[config.mk]
export PLATFORM = sky130hd
export DESIGN_NAME = obst_entry_mem
export DESIGN_NICKNAME = d
export VERILOG_FILES = /design/src/rtl/assert_macros.svh /design/src/rtl/obst_pkg.sv /design/src/rtl/obst_entry_mem.sv
export SDC_FILE = /design/constraint.sdc
export NUM_CORES = 1
export LEC_CHECK = 0
export BUFFER_PORTS_ARGS = -buffer_cell sky130_fd_sc_hd__buf_2
export CAP_MARGIN = 20
export CORE_MARGIN = 1.5
export CORE_UTILIZATION = 65
export CTS_BUF_LIST = sky130_fd_sc_hd__clkbuf_8 sky130_fd_sc_hd__clkbuf_16
export CTS_CLUSTER_SIZE = 16
export DETAILED_ROUTE_END_ITERATION = 10
export GPL_ROUTABILITY_DRIVEN = 0
export PLACE_DENSITY_LB_ADDON = 0.15
export SETUP_SLACK_MARGIN = 0.5
export SLEW_MARGIN = 10
export SYNTH_ARGS = -nofsm -noshare
export SYNTH_HDL_FRONTEND = slang
export SYNTH_SLANG_ARGS = --single-unit
[constraint.sdc]
create_clock -name clock -period 9.6 [get_ports clock]
set_input_delay 0.96 -clock clock [delete_from_list [all_inputs] [get_ports clock]]
set_output_delay 0.96 -clock clock [all_outputs]
set_load 0.02 [all_outputs]
[src/rtl/assert_macros.svh]
// Assertion helpers shared by the RTL. Empty when SYNTHESIS is defined.
`ifndef ASSERT_MACROS_SVH
`define ASSERT_MACROS_SVH
`ifndef SYNTHESIS
`define OBST_ASSERT(label, clk, rst, prop) \
   label: assert property (@(posedge clk) disable iff (rst) (prop)) \
      else $error("assertion failed");
`define OBST_NEVER(label, clk, rst, expr) \
   label: assert property (@(posedge clk) disable iff (rst) !(expr)) \
      else $error("forbidden condition seen");
`else
`define OBST_ASSERT(label, clk, rst, prop)
`define OBST_NEVER(label, clk, rst, expr)
`endif
`endif

[src/rtl/obst_pkg.sv]
// ----------------------------------------------------------------------------
// obst_pkg
// Types, sizes and helpers for the optimal search tree builder.
// ----------------------------------------------------------------------------
`default_nettype none

package obst_pkg;

   localparam int MAX_KEYS  = 16;
   localparam int SLOTS     = MAX_KEYS + 1;
   localparam int IDX_W     = $clog2(SLOTS + 1);
   localparam int TBL_DEPTH = SLOTS * SLOTS;
   localparam int TBL_AW    = $clog2(TBL_DEPTH);
   localparam int HIT_W     = 12;
   localparam int KEY_W     = 32;
   localparam int COST_W    = 22;
   localparam int WEIGHT_W  = 18;
   localparam int DEPTH_W   = 4;

   localparam logic [COST_W-1:0]  COST_MAX  = {COST_W{1'b1}};
   localparam logic [DEPTH_W-1:0] DEPTH_MAX = {DEPTH_W{1'b1}};

   typedef logic [IDX_W-1:0]  idx_type;
   typedef logic [TBL_AW-1:0] tbl_addr_type;

   typedef struct packed {
      logic [WEIGHT_W-1:0] prefix;  // sum of hit+miss over entries 1..k
      logic [HIT_W-1:0]    miss;
      logic [KEY_W-1:0]    key;
   } entry_word_type;

   typedef struct packed {
      logic [COST_W-1:0] cost;
      idx_type           root;
   } tbl_word_type;

   typedef struct packed {
      logic           en;
      idx_type        addr;
      entry_word_type data;
   } entry_wr_type;

   typedef struct packed {
      logic         en;
      tbl_addr_type addr;
      tbl_word_type data;
   } tbl_wr_type;

   typedef struct packed {
      idx_type            lo;
      idx_type            hi;
      logic [DEPTH_W-1:0] depth;
   } span_type;

   typedef enum logic [2:0] {
      ST_LOAD,
      ST_ISSUE,
      ST_DRAIN,
      ST_WRITE,
      ST_POP,
      ST_ROOT,
      ST_KEY,
      ST_EMIT
   } state_type;

   function automatic tbl_addr_type tbl_addr(idx_type row, idx_type col);
      return TBL_AW'(row) * TBL_AW'(SLOTS) + TBL_AW'(col);
   endfunction

endpackage

`default_nettype wire

[src/rtl/obst_entry_mem.sv]
// ----------------------------------------------------------------------------
// obst_entry_mem
// Per-entry store: prefix weight, miss weight and key. One write, two reads.
// ----------------------------------------------------------------------------
`default_nettype none

module obst_entry_mem
   import obst_pkg::*;
(
   input  wire logic           clock,
   input  wire entry_wr_type   wr,
   input  wire idx_type        rd_a_addr,
   input  wire idx_type        rd_b_addr,
   output entry_word_type      rd_a_data,
   output entry_word_type      rd_b_data
);

   entry_word_type mem [SLOTS];

   always_ff @(posedge clock) begin
      if (wr.en) begin
         mem[wr.addr] <= wr.data;
      end
      rd_a_data <= mem[rd_a_addr];
      rd_b_data <= mem[rd_b_addr];
   end

endmodule

`default_nettype wire

# Word-level counts from Yosys, hierarchy flattened
# Memories as Yosys holds them, arrays and structs flattened. A register that Yosys moved wholly into a read port is not among the register bits.
# Cells that the tools add are included.
# word_totals
regBits	0
ram_bits	1054
input_bits	79
output_inout_bits	124
word_cells	3
mem_count	1
# classes
mux	2
# mem_list
memory	words	width	read_ports	rd_ports_with_merged_regs	wr	line_no	rtl
mem	17	62	2	2	1	obst_entry_mem.sv:18	entry_word_type mem [SLOTS];
# ops
cell	n
$mux W1	2

# Longest topological paths before layout
# Gate-level depths: netlist of the first run.
# depth
word_depth	2
depth_mapped	7
depth_no_buf	3

# Worst setup path after synthesis of the first run
# OpenSTA, ideal clock, no wires.
# synth_path
path_type	input to register
from	input port wr[65] in the netlist's numbering
to	memory mem[12][0] in the netlist's numbering (enable)
setup_ps	558
arrival_ps	5474
required_ps	9042
slack_ps	3568
path_stages	3
path_buffers	0
path_cell_list	nor2b_1 > nand3_1 > nor3_1
# synth_rtl
element	line_no	rtl
from (decl)	obst_entry_mem.sv:11	input wire entry_wr_type wr,
to (decl)	obst_entry_mem.sv:18	
# Straight into the memory's write port.

==> results of run 1 <==
==> per-layer routing <==
layer	part of all wire, %	vias up
met5	0.087	-
met4	3.3	18
met3	13	335
met2	48	2111
met1	35	14420
li1	-	10830
==> logic make-up (layout without fill, tap and decap cells) <==
| group | after synthesis | after routing | share of synthesized area [%] |
|---|---|---|---|
| and+or+nand+nor | 158 | 158 | 1.250 |
| buffers and inverters | 197 | 468 | 2.758 |
| other | 0 | 8 | 0 |
| AOI/OAI and AO/OA | 248 | 248 | 3.808 |
| muxes | 620 | 620 | 24.65 |
| DFF | 1178 | 1178 | 67.54 |
==> worst max-delay path by stage <==
stage | slack, ns | from | to | cells past startpoint
3_3_place_gp | 5.63 | rd_a_addr[3] | rd_a_data[26] | 5
6_report | 6.26 | rd_a_addr[3] | rd_a_data[26] | 5
4_1_cts | 6.35 | rd_a_addr[3] | rd_a_data[26] | 5
5_1_grt | 6.23 | rd_a_addr[3] | rd_a_data[26] | 5
3_5_place_dp | 5.63 | rd_a_addr[3] | rd_a_data[26] | 5
2_1_floorplan | 3.57 | wr[65] | mem[12][0] | 3
==> cell usage after synthesis (all sizes together) <==
cell type  number
a221oi        124
and4b           1
buf           112
clkbuf         83
dfxtp         124
edfxtp       1054
inv             2
mux2i         124
mux4          496
nand2           3
nand2b          4
nand3           2
nor2          138
nor2b           4
nor3            4
o22ai         124
or2             2
==> sequential cells by signal (all words and copies together), names as in the netlist <==
name,flops
mem,1054
rd_a_data,62
rd_b_data,62
==> area by class of cell <==
type	instances	area [um2]	share of cell area (%)
Timing Repair Buffer	252	1496	2.671
Tap cell	1040	1301	2.323
Multi-Input combinational cell	1026	15160	27.07
Antenna cell	8	20.02	0.03574
Inverter	2	12.51	0.02233
Sequential cell	1178	34130	60.93
Clock buffer	128	3068	5.477
Clock inverter	86	827.0	1.476
==> where the power goes <==
group	internal, uW	switching (uW)	total [uW]	leakage (uW)
Clock	2670	1920	4580	0.00197
Sequential	5680	47.4	5730	0.0105
Combinational	335	488	823	0.00572
==> critical path, delay by kind of cell <==
family                 cells  cell delay, ns
buffers and inverters      2            1.64
AND/OR/NAND/NOR            1            0.60
AO/OA/AOI/OAI              2            0.59
==> per-stage QoR <==
step	std cells	util [%]	hold slack (ns)	cell area, um2	worst slack, ns
global placement	3497	67.45	0.5606	52080	5.625
detailed placement	3497	67.45	0.5650	52080	5.632
CTS	3711	72.49	0.5738	55970	6.349
global route	3717	72.54	0.5974	56010	6.234
floorplan	2401	-	0.5470	50540	3.568
finish	3720	72.55	0.5722	56020	6.258
==> flow_summary.ini, run 1 <==
[run_status]
outcome = finished, final reports clean

[global_routing]
grt_util_met3_pct = 8.659
overflow = 0
antenna_found_initial = 16
grt_pass1_wl_um = 190000
grt_max_degree = 106
grtUsageMet1_pct = 47.80
globalRouteMet2Util_pct = 52.70
grt_pass1_vias = 28750
grt_use_total_pct = 33.92
grt_busiest_layer = met2

[clock_network]
cts_hold_buf = 0
cts_buffer_depth = 3
post_cts_resized = 0
htreeDepth = 3
cts_setup_buffers = 0
clk_pin_slew_ns = 0.06
cts_tree = built
cts_buffers = 114
clock_sinks = 1178
root_buffer = clkbuf_16
clk_latency_ns = 0.68

[floorplan]
fp.dieW_um = 281.8
fp.dieArea_um2 = 79430
initial_core_util_pct = 65.46
core-area_um2 = 77210
rows = 102
ios = 203
die_height_um = 281.8

[route]
via_per_inst = 7.451
wl_per_cell_um = 35.32
drtIter0Drc = 4319
ant_nets = 0
post-route-drc-count = 0
vias = 27720
drt_wl_total_um = 131400
drtPass1Iterations = 6

[critical_path]
timing.rr.start = mem[14][15]
reg2reg_depth = 3
rr_endpoint = rd_a_data[15]
critPathMaxFanout = 76
critPathLaunchType = input port
cp_slowest_stage_delay_ns = 0.87
critPathSlowestCell = buf_4
critPathRequiredTime_ns = 10.14
arrival_ns = 3.88
crit_path_cell_trace = buf_6 -> or2_4 -> buf_4 -> o22ai_1 -> a221oi_1
path_class = in -> reg
endpoint_kind = flip-flop
r2r_slack_ns = 8.14

[sta]
skew_ns = 0.01522
timing.final.hold_violations = 0
fin_tns_setup_ns = 0
finalCriticalPeriod_ns = 3.342
fmax_mhz = 299.3
finalSetupViolations = 0
final_max_slew_viol_count = 0
slew_headroom_pct = 19.33
min_period_over_period_pct = 34.81
tightest_slew_ns = 1.207
rsz0062_at_grt = false

[synthesis]
synth_nets = 2480
seq_area_frac_synth_pct = 67.54
synth_area_um2 = 50540
synth_cell_type_count = 25
synth_seq_cells = 1178
synth_top_area_share_pct = 62.62
syn_avg_cell_area_um2 = 21.05
synthCells = 2401
ys.warnings.count = 0
yosys-top-cells-area = edfxtp_1, mux4_2, dfxtp_1, mux2i_1, a221oi_1
yosysTopAreaCell = edfxtp_1

[worst_hold_path]
hold-path-cell-count = 2
hold_path_class = reg -> reg
whs_endpoint = rd_b_data[36]
hp-start = mem[16][36]

[final_layout]
final_common_cell = edfxtp_1
mostFrequentLayoutCells = edfxtp_1, mux4_2, buf_2, nor2_1
layout-drive-gt1-share_pct = 35.48
nFillCells = 4444
syn_to_final_growth_pct = 10.84
finalNetCount = 2653

[place]
dp_hpwl_um = 66070
numPortBuffers = 202

[run]
max-cap-violations = 0

[power]
power_uw = 11140
power.density_nw_per_um2 = 198.8
p_leak_uw = 0.01823
max-vdd-ir-drop_v = 0.0002235
Power figures use the tool's default switching activity.
==> inputs of run 2 (changes only) <==
--- a/config.mk
+++ b/config.mk
@@ -8,7 +8,7 @@
 export BUFFER_PORTS_ARGS = -buffer_cell sky130_fd_sc_hd__buf_2
 export CAP_MARGIN = 20
 export CORE_MARGIN = 1.5
-export CORE_UTILIZATION = 65
+export CORE_UTILIZATION = 62
 export CTS_BUF_LIST = sky130_fd_sc_hd__clkbuf_8 sky130_fd_sc_hd__clkbuf_16
 export CTS_CLUSTER_SIZE = 16
 export DETAILED_ROUTE_END_ITERATION = 10
==> constraint.sdc (replaced) <==
create_clock -name clock -period 3.1 [get_ports clock]
set_input_delay 0.31 -clock clock [delete_from_list [all_inputs] [get_ports clock]]
set_output_delay 0.31 -clock clock [all_outputs]
set_load 0.02 [all_outputs]
==> run 2 against run 1 <==
Net effect:
- worst hold slack got worse by 0.54 ns
- critical path depth is 4 lower
- wire length rose by 2.6%
- register-to-register slack worse by 6.7 ns
- first-iteration DRC count fell by 4.0%
- die area rose by 4.8%
- global-route usage down 0.83 points
- clock skew grew 0.0051 ns
- clock-buffer cell count is the same
- sequential share of layout area decreased by 1.6 points
- combinational power grew to 3.3 times the previous value
- largest cell class unchanged
- highest routed layer unchanged
==> flow_summary.ini, run 2 (synthesis results as in run 1) <==
[run_status]
outcome = finished, final reports clean

[sta]
final_max_slew_viol_count = 0
tightest_slew_ns = 0.8142
finalSetupViolations = 0
skew_ns = 0.02028
finalCriticalPeriod_ns = 1.667
timing.final.hold_violations = 0
fin_tns_setup_ns = 0
rsz0062_at_grt = false
fmax_mhz = 599.8
whs_ns = 0.02843
min_period_over_period_pct = 53.78
slew_headroom_pct = 45.72

[route]
via_per_inst = 7.353
post-route-drc-count = 0
drt_wl_total_um = 134800
vias = 28260
wl_per_cell_um = 35.07
drtPass1Iterations = 6
ant_nets = 0
drtIter0Drc = 4148

[floorplan]
rows = 104
initial_core_util_pct = 62.75
core-area_um2 = 80550
ios = 203
fp.dieW_um = 288.5
fp.dieArea_um2 = 83240
die_height_um = 288.5

[final_layout]
regMostFlops = mem
reg.largest.list = mem (1054), rd_a_data (62), rd_b_data (62)
largest_register_ffs = 1054
final_cell_count_no_fill = 3843
syn_to_final_growth_pct = 13.75
finalNetCount = 2756
mostFrequentLayoutCells = edfxtp_1, mux4_2, buf_2, nor2_1
layout-drive-gt1-share_pct = 36.24
final_common_cell = edfxtp_1

[clock_network]
htreeDepth = 3
clk_latency_ns = 0.69
cts_tree = built
cts_buffers = 114
root_buffer = clkbuf_16
clk_pin_slew_ns = 0.07
clock_sinks = 1178
cts_buffer_depth = 3
post_cts_resized = 0
cts_setup_buffers = 0

[power]
p_seq_share_pct = 51.4
p_leak_uw = 0.01894
power_uw = 34570
power.density_nw_per_um2 = 601.4
p_int_uw = 26930
switching_share_pct = 22.10
max-vdd-ir-drop_v = 0.0004597
p_switching_uw = 7640
p_clk_share_pct = 40.8
p_comb_share_pct = 7.9

[critical_path]
path_buf_inv = 1
critPathRequiredTime_ns = 2.79
critPathLaunchType = flip-flop
endpoint_kind = primary output
rr_endpoint = rd_a_data[14]
crit_family = flip-flops
path_class = reg -> out
r2r_slack_ns = 1.49
reg2reg_depth = 4
arrival_ns = 1.36
critPathSlowestCell = dfxtp_1
crit_path_cell_trace = buf_2
critPathMaxFanout = 1
cp_slowest_stage_delay_ns = 0.45
timing.rr.start = mem[14][14]

[place]
dp_hpwl_um = 72830
place_inst = 3570
numPortBuffers = 202

[worst_hold_path]
whs_endpoint = mem[1][48]
hold-path-cell-count = 1
hp-start = wr[48]
hold_path_class = in -> reg

[global_routing]
grt_use_total_pct = 33.09
grt_pass1_vias = 29200
grt_max_degree = 83
overflow = 0
antenna_found_initial = 9
grt_pass1_wl_um = 196300

[run]
max-cap-violations = 0
==> run 2: area by class of cell <==
cell class	count	area, um2
clock inverters	90	785.8
well taps	1060	1326
clock buffers	128	3068
flip-flops and latches	1178	34130
inverters	2	12.51
diodes	4	10.01
repair buffers	355	2953
multi-input cells	1026	15200
fillers	4629	23060
==> run 2: worst max-delay path by stage <==
stage | start | end | slack, ns | depth (start not counted)
5_1_grt | rd_a_data[18] | rd_a_data[18] | 1.38 | 1
2_1_floorplan | wr[62] | mem[15][0] | 0.03 | 3
4_1_cts | rd_b_data[19] | rd_b_data[19] | 1.41 | 1
3_5_place_dp | rd_a_addr[2] | rd_a_data[25] | 0.89 | 5
6_report | rd_b_data[19] | rd_b_data[19] | 1.43 | 1
3_3_place_gp | rd_b_addr[3] | rd_b_data[16] | 0.94 | 5
==> run 2: timing repair <==
action / CTS / global route
hold buffers: 51 / 0
setup endpoints to repair: 0 / 0
hold endpoints to repair: 785 / 0
==> run 2: power groups by stage <==
stage          registers [uW]  logic (uW)  clock network (uW)
2_1_floorplan           18200        1580                   0
3_3_place_gp            18100        2590                   0
3_5_place_dp            18100        2640                   0
4_1_cts                 17800        2700               14200
5_1_grt                 17800        2850               14800
6_report                17800        2720               14100
==> run 2: worst register-to-register path: stages, from the launching register on <==
cell,delay (ns)
edfxtp_1,0.41
mux4_2,0.48
o22ai_1,0.21
a221oi_1,0.18
buf_4,0.23
==> run 2: through the flow <==
stage                     setup WS (ns)  instance area (um2)  util, %
final                             1.433                57490    71.37
after global routing              1.384                57480    71.36
after CTS                         1.413                57480    71.36
after detailed placement         0.8873                53110    65.94
after global placement           0.9410                53110    65.94
after floorplan                 0.02951                50650        -
==> run 2: routing by layer <==
metal  routed length (um)  GRT usage (%)  vias up
met4                 3763          10.30        4
met5                   23              0        -
met1                49640          48.05    14870
met2                64820          51.42     2061
li1                     -              -    11040
met3                16510          7.077      285
